`config.mk`:
```
export PLATFORM = sky130hd
export DESIGN_NAME = cwr_cell
export DESIGN_NICKNAME = d
export VERILOG_FILES = /design/src/rtl/core/cwr_pkg.sv /design/src/rtl/core/cwr_cell.sv
export SDC_FILE = /design/constraint.sdc
export NUM_CORES = 1
export LEC_CHECK = 0
export BUFFER_PORTS_ARGS = -buffer_cell sky130_fd_sc_hd__buf_2
export CORE_UTILIZATION = 32
export DETAILED_ROUTE_END_ITERATION = 10
export PLACE_DENSITY = 0.63
export SLEW_MARGIN = 10
export SYNTH_ARGS = -nofsm -noshare
export SYNTH_HDL_FRONTEND = slang
export SYNTH_SLANG_ARGS = --single-unit
```
`constraint.sdc`:
```
create_clock -name clk -period 6.8 [get_ports clk]
set_input_delay 0.34 -clock clk [delete_from_list [all_inputs] [get_ports clk]]
set_output_delay 0.34 -clock clk [all_outputs]
set_load 0.01 [all_outputs]
```
`src/rtl/core/cwr_pkg.sv`:
```
// Shared types and codes for the coalesced write ring.
package cwr_pkg;

  localparam int RING_DEPTH = 256;
  localparam int ZONE_SLOTS = 16;

  localparam logic [1:0] OP_WRITE  = 2'd0;
  localparam logic [1:0] OP_ADD    = 2'd1;
  localparam logic [1:0] OP_REMOVE = 2'd2;
  localparam logic [1:0] OP_POP    = 2'd3;

  localparam logic [1:0] ST_DONE      = 2'd0;
  localparam logic [1:0] ST_NO_BATCH  = 2'd1;
  localparam logic [1:0] ST_ZONE_FULL = 2'd2;
  localparam logic [1:0] ST_EMPTY     = 2'd3;

  // one zone as held by a cell
  typedef struct packed {
    logic        valid;
    logic [63:0] base;
    logic [31:0] size;
  } zone_t;

  // true when [inner, inner+ilen) lies within [outer, outer+olen), unwrapped
  function automatic logic range_within(input logic [63:0] inner,
                                        input logic [64:0] ilen,
                                        input logic [63:0] outer,
                                        input logic [31:0] olen);
    logic [63:0] off;
    logic [65:0] endv;
    begin
      off  = inner - outer;
      endv = {2'b00, off} + {1'b0, ilen};
      range_within = (inner >= outer) && (off <= {32'd0, olen}) &&
                     (endv <= {34'd0, olen});
    end
  endfunction

endpackage

```
`src/rtl/core/cwr_cell.sv`:
```
// One zone cell: holds a zone, matches writes, is refilled from the last zone or cleared on removal.
module cwr_cell (
  input  logic           clk,
  input  logic           rst,
  input  logic           load,      // take zone from add request
  input  cwr_pkg::zone_t load_zone,
  input  logic           replace,   // take zone handed from the last cell
  input  cwr_pkg::zone_t last_zone,
  input  logic           clear,     // drop this zone
  input  logic [63:0]    wr_address,
  input  logic [64:0]    wr_len,
  input  logic [63:0]    rg_address,
  input  logic [31:0]    rg_size,
  output cwr_pkg::zone_t zone,
  output logic           hit,       // write lies inside this zone
  output logic           enclosed   // zone lies inside removal region
);

  // hold the zone
  always_ff @(posedge clk) begin
    if (rst) begin
      zone.valid <= 1'b0;
    end else if (load) begin
      zone <= load_zone;
    end else if (replace) begin
      zone <= last_zone;
    end else if (clear) begin
      zone.valid <= 1'b0;
    end
  end

  // match against the current request
  assign hit      = zone.valid &&
                    cwr_pkg::range_within(wr_address, wr_len, zone.base, zone.size);
  assign enclosed = zone.valid &&
                    cwr_pkg::range_within(zone.base, {33'd0, zone.size}, rg_address, rg_size);

endmodule

```
# Word level (Yosys, flattened, before mapping)
# Index checks and enable logic that the tools add are counted.
# classes
muxes	4
n_addsub	4
order_cmp	6
n_reduce_logical	9
bitwise_logic	1
# op_table
op	count
64-bit >= comparator	2
64-bit by 32-bit <= comparator with 1-bit output	2
64-bit subtractor	2
97-bit 2-to-1 mux	1
96-bit 2-to-1 mux	1
64-bit by 65-bit adder with 66-bit output	1
66-bit by 32-bit <= comparator with 1-bit output	1
64-bit by 32-bit adder with 65-bit output	1
65-bit by 32-bit <= comparator with 1-bit output	1
1-bit logical AND	6
3-bit nonzero test	1
1-bit 2-to-1 mux	2
2-bit AND reduction	1
2-bit nonzero test	1
1-bit inverter	1
# word_totals
out_inout_bits	99
elab_cells	27
reg_bits	97

# Longest topological paths before layout
# logic_depth
word_depth	5
ltp_mapped	35

# Worst setup path before layout
# OpenSTA, ideal clock, no wires.
# synth_timing
kind	register to output
start	register zone[33] in the netlist's numbering
end	output enclosed
stages_incl_launch_ff	33
arrival_ns	6.879
n_path_buf	1
path_slack_ns	-0.419
cell_sequence	edfxtp_1 ha_1 nor2b_1 o311a_1 o2111ai_2 a21oi_2 a21boi_0 xnor2_1 ha_1 clkbuf_1 a21o_1 a21o_1 a21o_1 a21o_1 a21oi_1 a21bo_2 a41oi_1 o21ai_1 a21o_1 a21oi_1 xnor2_1 ha_1 nand2_1 nor4_1 nand4_1 o21ai_0 o2111ai_2 nor4_2 nand4_1 a2111oi_0 or4b_1 nor4_1 and4_1
# synth_between
elab_chain_len	5
# synth_lines
element	line_no	text
start: declaration	cwr_cell.sv:14	output cwr_pkg::zone_t zone,
start signal: assignment	cwr_cell.sv:24	zone <= load_zone;
start signal: assignment	cwr_cell.sv:26	zone <= last_zone;
64-bit subtractor	cwr_pkg.sv:32	off = inner - outer;
64-bit by 32-bit adder with 65-bit output / 64-bit by 32-bit <= comparator with 1-bit output (equally long branches)	cwr_pkg.sv:33, cwr_pkg.sv:34	
65-bit by 32-bit <= comparator with 1-bit output / 1-bit logical AND (equally long branches)	cwr_pkg.sv:35, cwr_pkg.sv:34	
1-bit logical AND (*)	cwr_pkg.sv:34	range_within = (inner >= outer) && (off <= {32'd0, olen}) &&
1-bit logical AND (*)	cwr_cell.sv:35	assign enclosed = zone.valid &&
end: declaration	cwr_cell.sv:16	output logic enclosed
# Every way passes the cells marked *; elsewhere a longest branch is shown, timed or not.

# Worst setup path in the final report
# layout_timing
start	register zone[34] in the netlist's numbering
end	output enclosed
# Same word-level chain as after synthesis.

==> implementation parameters <==
Parameter                              Value

Run status
  Result of the run    complete, but fails checks
  Violated checks    negative setup slack

Floorplanning
  Ports placed on the boundary    523
  Initial core utilization    32.5%
  Placement row count    93
  Floorplan core area    64700 µm²
  DIE WIDTH    258 µm
  Chip height    258 µm
  Die Outline Area    66800 µm²

Logic synthesis
  Sequential share of the synthesized area    13.8%
  Seq cells post-synth    97
  Cell Area, Synth    about 21000 µm²
  Cell types with the highest counts after synthesis    sky130_fd_sc_hd__ha_1, sky130_fd_sc_hd__a21oi_1, sky130_fd_sc_hd__inv_1, sky130_fd_sc_hd__nand2_1, sky130_fd_sc_hd__nor2_1
  Average instance area after synthesis    7.59 µm²
  Most repeated cell in the gate-level netlist after synthesis    sky130_fd_sc_hd__ha_1
  Synthesized instance count    2775
  Share of synthesized registers carrying an async set or reset    0%
  Post-synthesis net count    3555
  Most area-hungry cell type in the Yosys netlist    sky130_fd_sc_hd__ha_1
  Synth area leaders    sky130_fd_sc_hd__ha_1, sky130_fd_sc_hd__edfxtp_1, sky130_fd_sc_hd__a21oi_1
  Synth warn    0
  Number of enable-type register cells in the synthesized netlist    96
  Yosys top cell area share    20.9%
  Post-synth cell types    93
  Post-synth top flop    sky130_fd_sc_hd__edfxtp_1

Placed design
  HPWL after detailed placement    a little over 80000 µm
  Area of placed instances    between 20000 and 30000 µm²
  Setup slack at placement    -1.06 ns
  Buffers added on ports    522
  Final Wtd Congestion    0.988

Cells and area
  Number of flip-flops under the largest register name    slightly below 100
  Ratio of cells with drive above 1 in the final layout    37.9%
  Final design utilization    47.6%
  Final-layout fill cell count    6487
  Post-synthesis to final-layout area growth    46.2%
  Final layout net count    4717
  Largest registers    zone (97)
  Register with the most flip-flops    zone
  Total non-filler cell area in the finished layout    about 31000 µm²

CTS
  Hold-fix buffers at CTS    0
  TritonCTS Sinks    between 90 and 100
  Clock Pin Slew Worst Setup and Hold Paths    0.10 ns
  Root buffer cell    sky130_fd_sc_hd__clkbuf_16
  H-tree Lvls    3
  Number of clock buffers inserted by TritonCTS    9
  CTS tree    yes
  Largest buffer count on any clock path    2
  Clock latency at the later pin of the worst-skew pair    between 0.3 and 0.4 ns

Setup path
  Worst setup SP type    register
  Worst reg2reg endpoint    zone[96]
  Type of the setup path with the least slack    register to output pin
  Minimum setup slack among reg-to-reg paths    5.39 ns
  Critical path buffer and inverter count    3
  CP Capture Type    output pin
  Data arrival, critical path    7.47 ns
  Slowest stage cell on the critical path    sky130_fd_sc_hd__or4b_4
  Top fanout value on the critical path    4
  Family with the most delay on the worst path    compound AO/OA/AOI/OAI gates
  Depth of the worst register-to-register path    6
  Startpoint of the worst-slack reg-to-reg timing path    zone[96]
  Largest incremental delay on the critical path    0.51 ns
  Crit path required time    roughly 6.5 ns
  Most prevalent standard cell on the critical path    sky130_fd_sc_hd__nand4_1

Timing
  Fin. Hold Viols    0
  Worst Skew    0 ns
  Share of the clock period used by the worst path after layout    115%
  Tightest Pin Transition    between 0.7 and 0.8 ns
  Post-route setup slack    -1.01 ns
  Sum Neg Setup Slack    -1.68 ns
  Highest clock rate    ~130 MHz
  Endpoints failing setup    2
  RSZ-0062 raised after global routing    true
  Final Max Tran Viols    0
  Period minus WS final    ~8 ns
  Max_slew headroom    47.3%

Worst hold path
  Min-delay worst type    primary input to register
  Worst Min Path Start    rst
  Worst hold path endpoint    zone[96]
  Min-Delay Path Depth    2

Pwr
  Switching share of power    between 40% and 50%
  Standby leakage power    roughly 0.015 µW
  Clock network fraction of total power    8.3%
  Comb power frac    roughly 81%
  Worst IR drop on VDD    0.136 mV
  Switch Pwr    3640 µW
  Cell area power density    252 nW/µm²
  Overall power after layout    roughly 7800 µW
  Fraction of power consumed by sequential logic    10.6%
  Int Power    approximately 4100 µW

Global route
  Antenna violations before repair    3
  Pin count of the biggest net entering global routing    around 50
  Global-route congestion overflow total    0
  Wire length of the first global-routing pass    139000 µm
  Via count of the first global-routing pass    24664
  Aggregate global-route resource usage    a little over a quarter

Detailed routing
  Routed via count    25468
  Pre-antenna DRT Iters    6
  Avg WL per Cell    around 19 µm
  DRC violation count after routing    0
  Detailed router's first-iteration violation count    roughly 2100
  Detailed-route wire length    93500 µm
  Number of nets with antenna violations after routing    0
  Average via count per standard cell    5.30

Run
  Number of maximum-capacitance constraint violations    0
## repair_timing
item,CTS,global route
setup buffers,22,5
resized for setup,89,44
endpoints found under the setup margin,2,2
pin swaps,77,36
## cell usage in the layout (no fill, tap or decap), types with 9 or more instances in the layout
master,synthesis,routed
sky130_fd_sc_hd__xnor2_1,114,105
sky130_fd_sc_hd__a21boi_0,11,9
sky130_fd_sc_hd__xnor2_2,0,9
sky130_fd_sc_hd__nand4_1,95,95
sky130_fd_sc_hd__ha_1,352,342
sky130_fd_sc_hd__a21oi_2,1,17
sky130_fd_sc_hd__buf_4,3,719
sky130_fd_sc_hd__o31ai_1,16,14
sky130_fd_sc_hd__nand2b_1,24,23
sky130_fd_sc_hd__a211oi_1,29,24
sky130_fd_sc_hd__ha_4,0,9
sky130_fd_sc_hd__o2111ai_1,11,10
sky130_fd_sc_hd__nand3_1,57,57
sky130_fd_sc_hd__o21ai_0,155,138
sky130_fd_sc_hd__nor2b_1,21,18
sky130_fd_sc_hd__nor4_1,33,27
sky130_fd_sc_hd__a21o_1,92,92
sky130_fd_sc_hd__or3_1,13,12
sky130_fd_sc_hd__and2_1,12,11
sky130_fd_sc_hd__o21bai_1,36,34
sky130_fd_sc_hd__and4_1,11,10
sky130_fd_sc_hd__mux2_2,98,98
sky130_fd_sc_hd__a221oi_1,13,11
sky130_fd_sc_hd__o21ai_1,16,26
sky130_fd_sc_hd__and3_1,16,16
sky130_fd_sc_hd__buf_2,14,520
sky130_fd_sc_hd__nor2_1,181,177
sky130_fd_sc_hd__o21a_1,35,35
sky130_fd_sc_hd__o211ai_1,27,27
sky130_fd_sc_hd__a31oi_1,18,16
sky130_fd_sc_hd__a21oi_1,320,302
sky130_fd_sc_hd__inv_1,253,250
sky130_fd_sc_hd__clkbuf_16,0,9
sky130_fd_sc_hd__xor2_1,69,65
sky130_fd_sc_hd__edfxtp_1,96,96
sky130_fd_sc_hd__nor3_1,52,49
sky130_fd_sc_hd__nand2_1,247,245
## per-layer routing
metal	routed length, µm	vias to the layer above	global-route usage, %
met4	3670	0	11.0
met1	42400	11823	37.1
met5	0	-	0
met2	41800	903	43.4
li1	-	12608	-
met3	5710	134	2.48
## worst max-delay path by stage
stage,slack [ns],endpoint,cells past startpoint,from
6_report,-1.01,enclosed,30,zone[34]
5_1_grt,-1.28,enclosed,30,zone[34]
4_1_cts,-0.87,enclosed,31,zone[34]
3_5_place_dp,-1.06,enclosed,32,rg_address[0]
3_3_place_gp,-1.01,enclosed,37,rg_address[0]
2_1_floorplan,0.006,enclosed,32,zone[33]
## final cells by class
type / count / area [µm²] / area share (%)
antenna: 7 / 17.5 / 0.0569
clock buffer: 9 / 225 / 0.732
clock inverter: 7 / 110 / 0.358
inverter: 253 / 955 / 3.10
multi-input combinational: 2331 / 17400 / 56.6
sequential: 97 / 2900 / 9.43
tap: 855 / 1070 / 3.48
timing repair buffer: 1245 / 8070 / 26.2
## metrics by stage
stage	std cells	hold WS (ns)
detailed placement	4756	0.568
finish	4804	0.157
floorplan	2775	0.412
CTS	4793	0.139
global placement	4756	0.561
global route	4799	0.154
## power by group through the flow
stage	sequential [µW]	clock, µW	combinational (µW)
2_1_floorplan	812	0	3370
3_3_place_gp	832	0	5850
3_5_place_dp	831	0	5880
4_1_cts	817	654	6100
5_1_grt	825	669	6890
6_report	823	643	6300
## cell families after synthesis
kind of cell             after synthesis  share of synthesized area, %
AO/OA/AOI/OAI                        883                          26.7
AND/OR/NAND/NOR                      807                          18.7
adder cells (fa/ha/maj)              356                          21.3
buffers and inverters                347                          6.44
XOR/XNOR                             183                          7.61
multiplexers                         102                          5.43
flip-flops                            97                          13.8
Note: power is estimated with default switching activity, not from simulation.
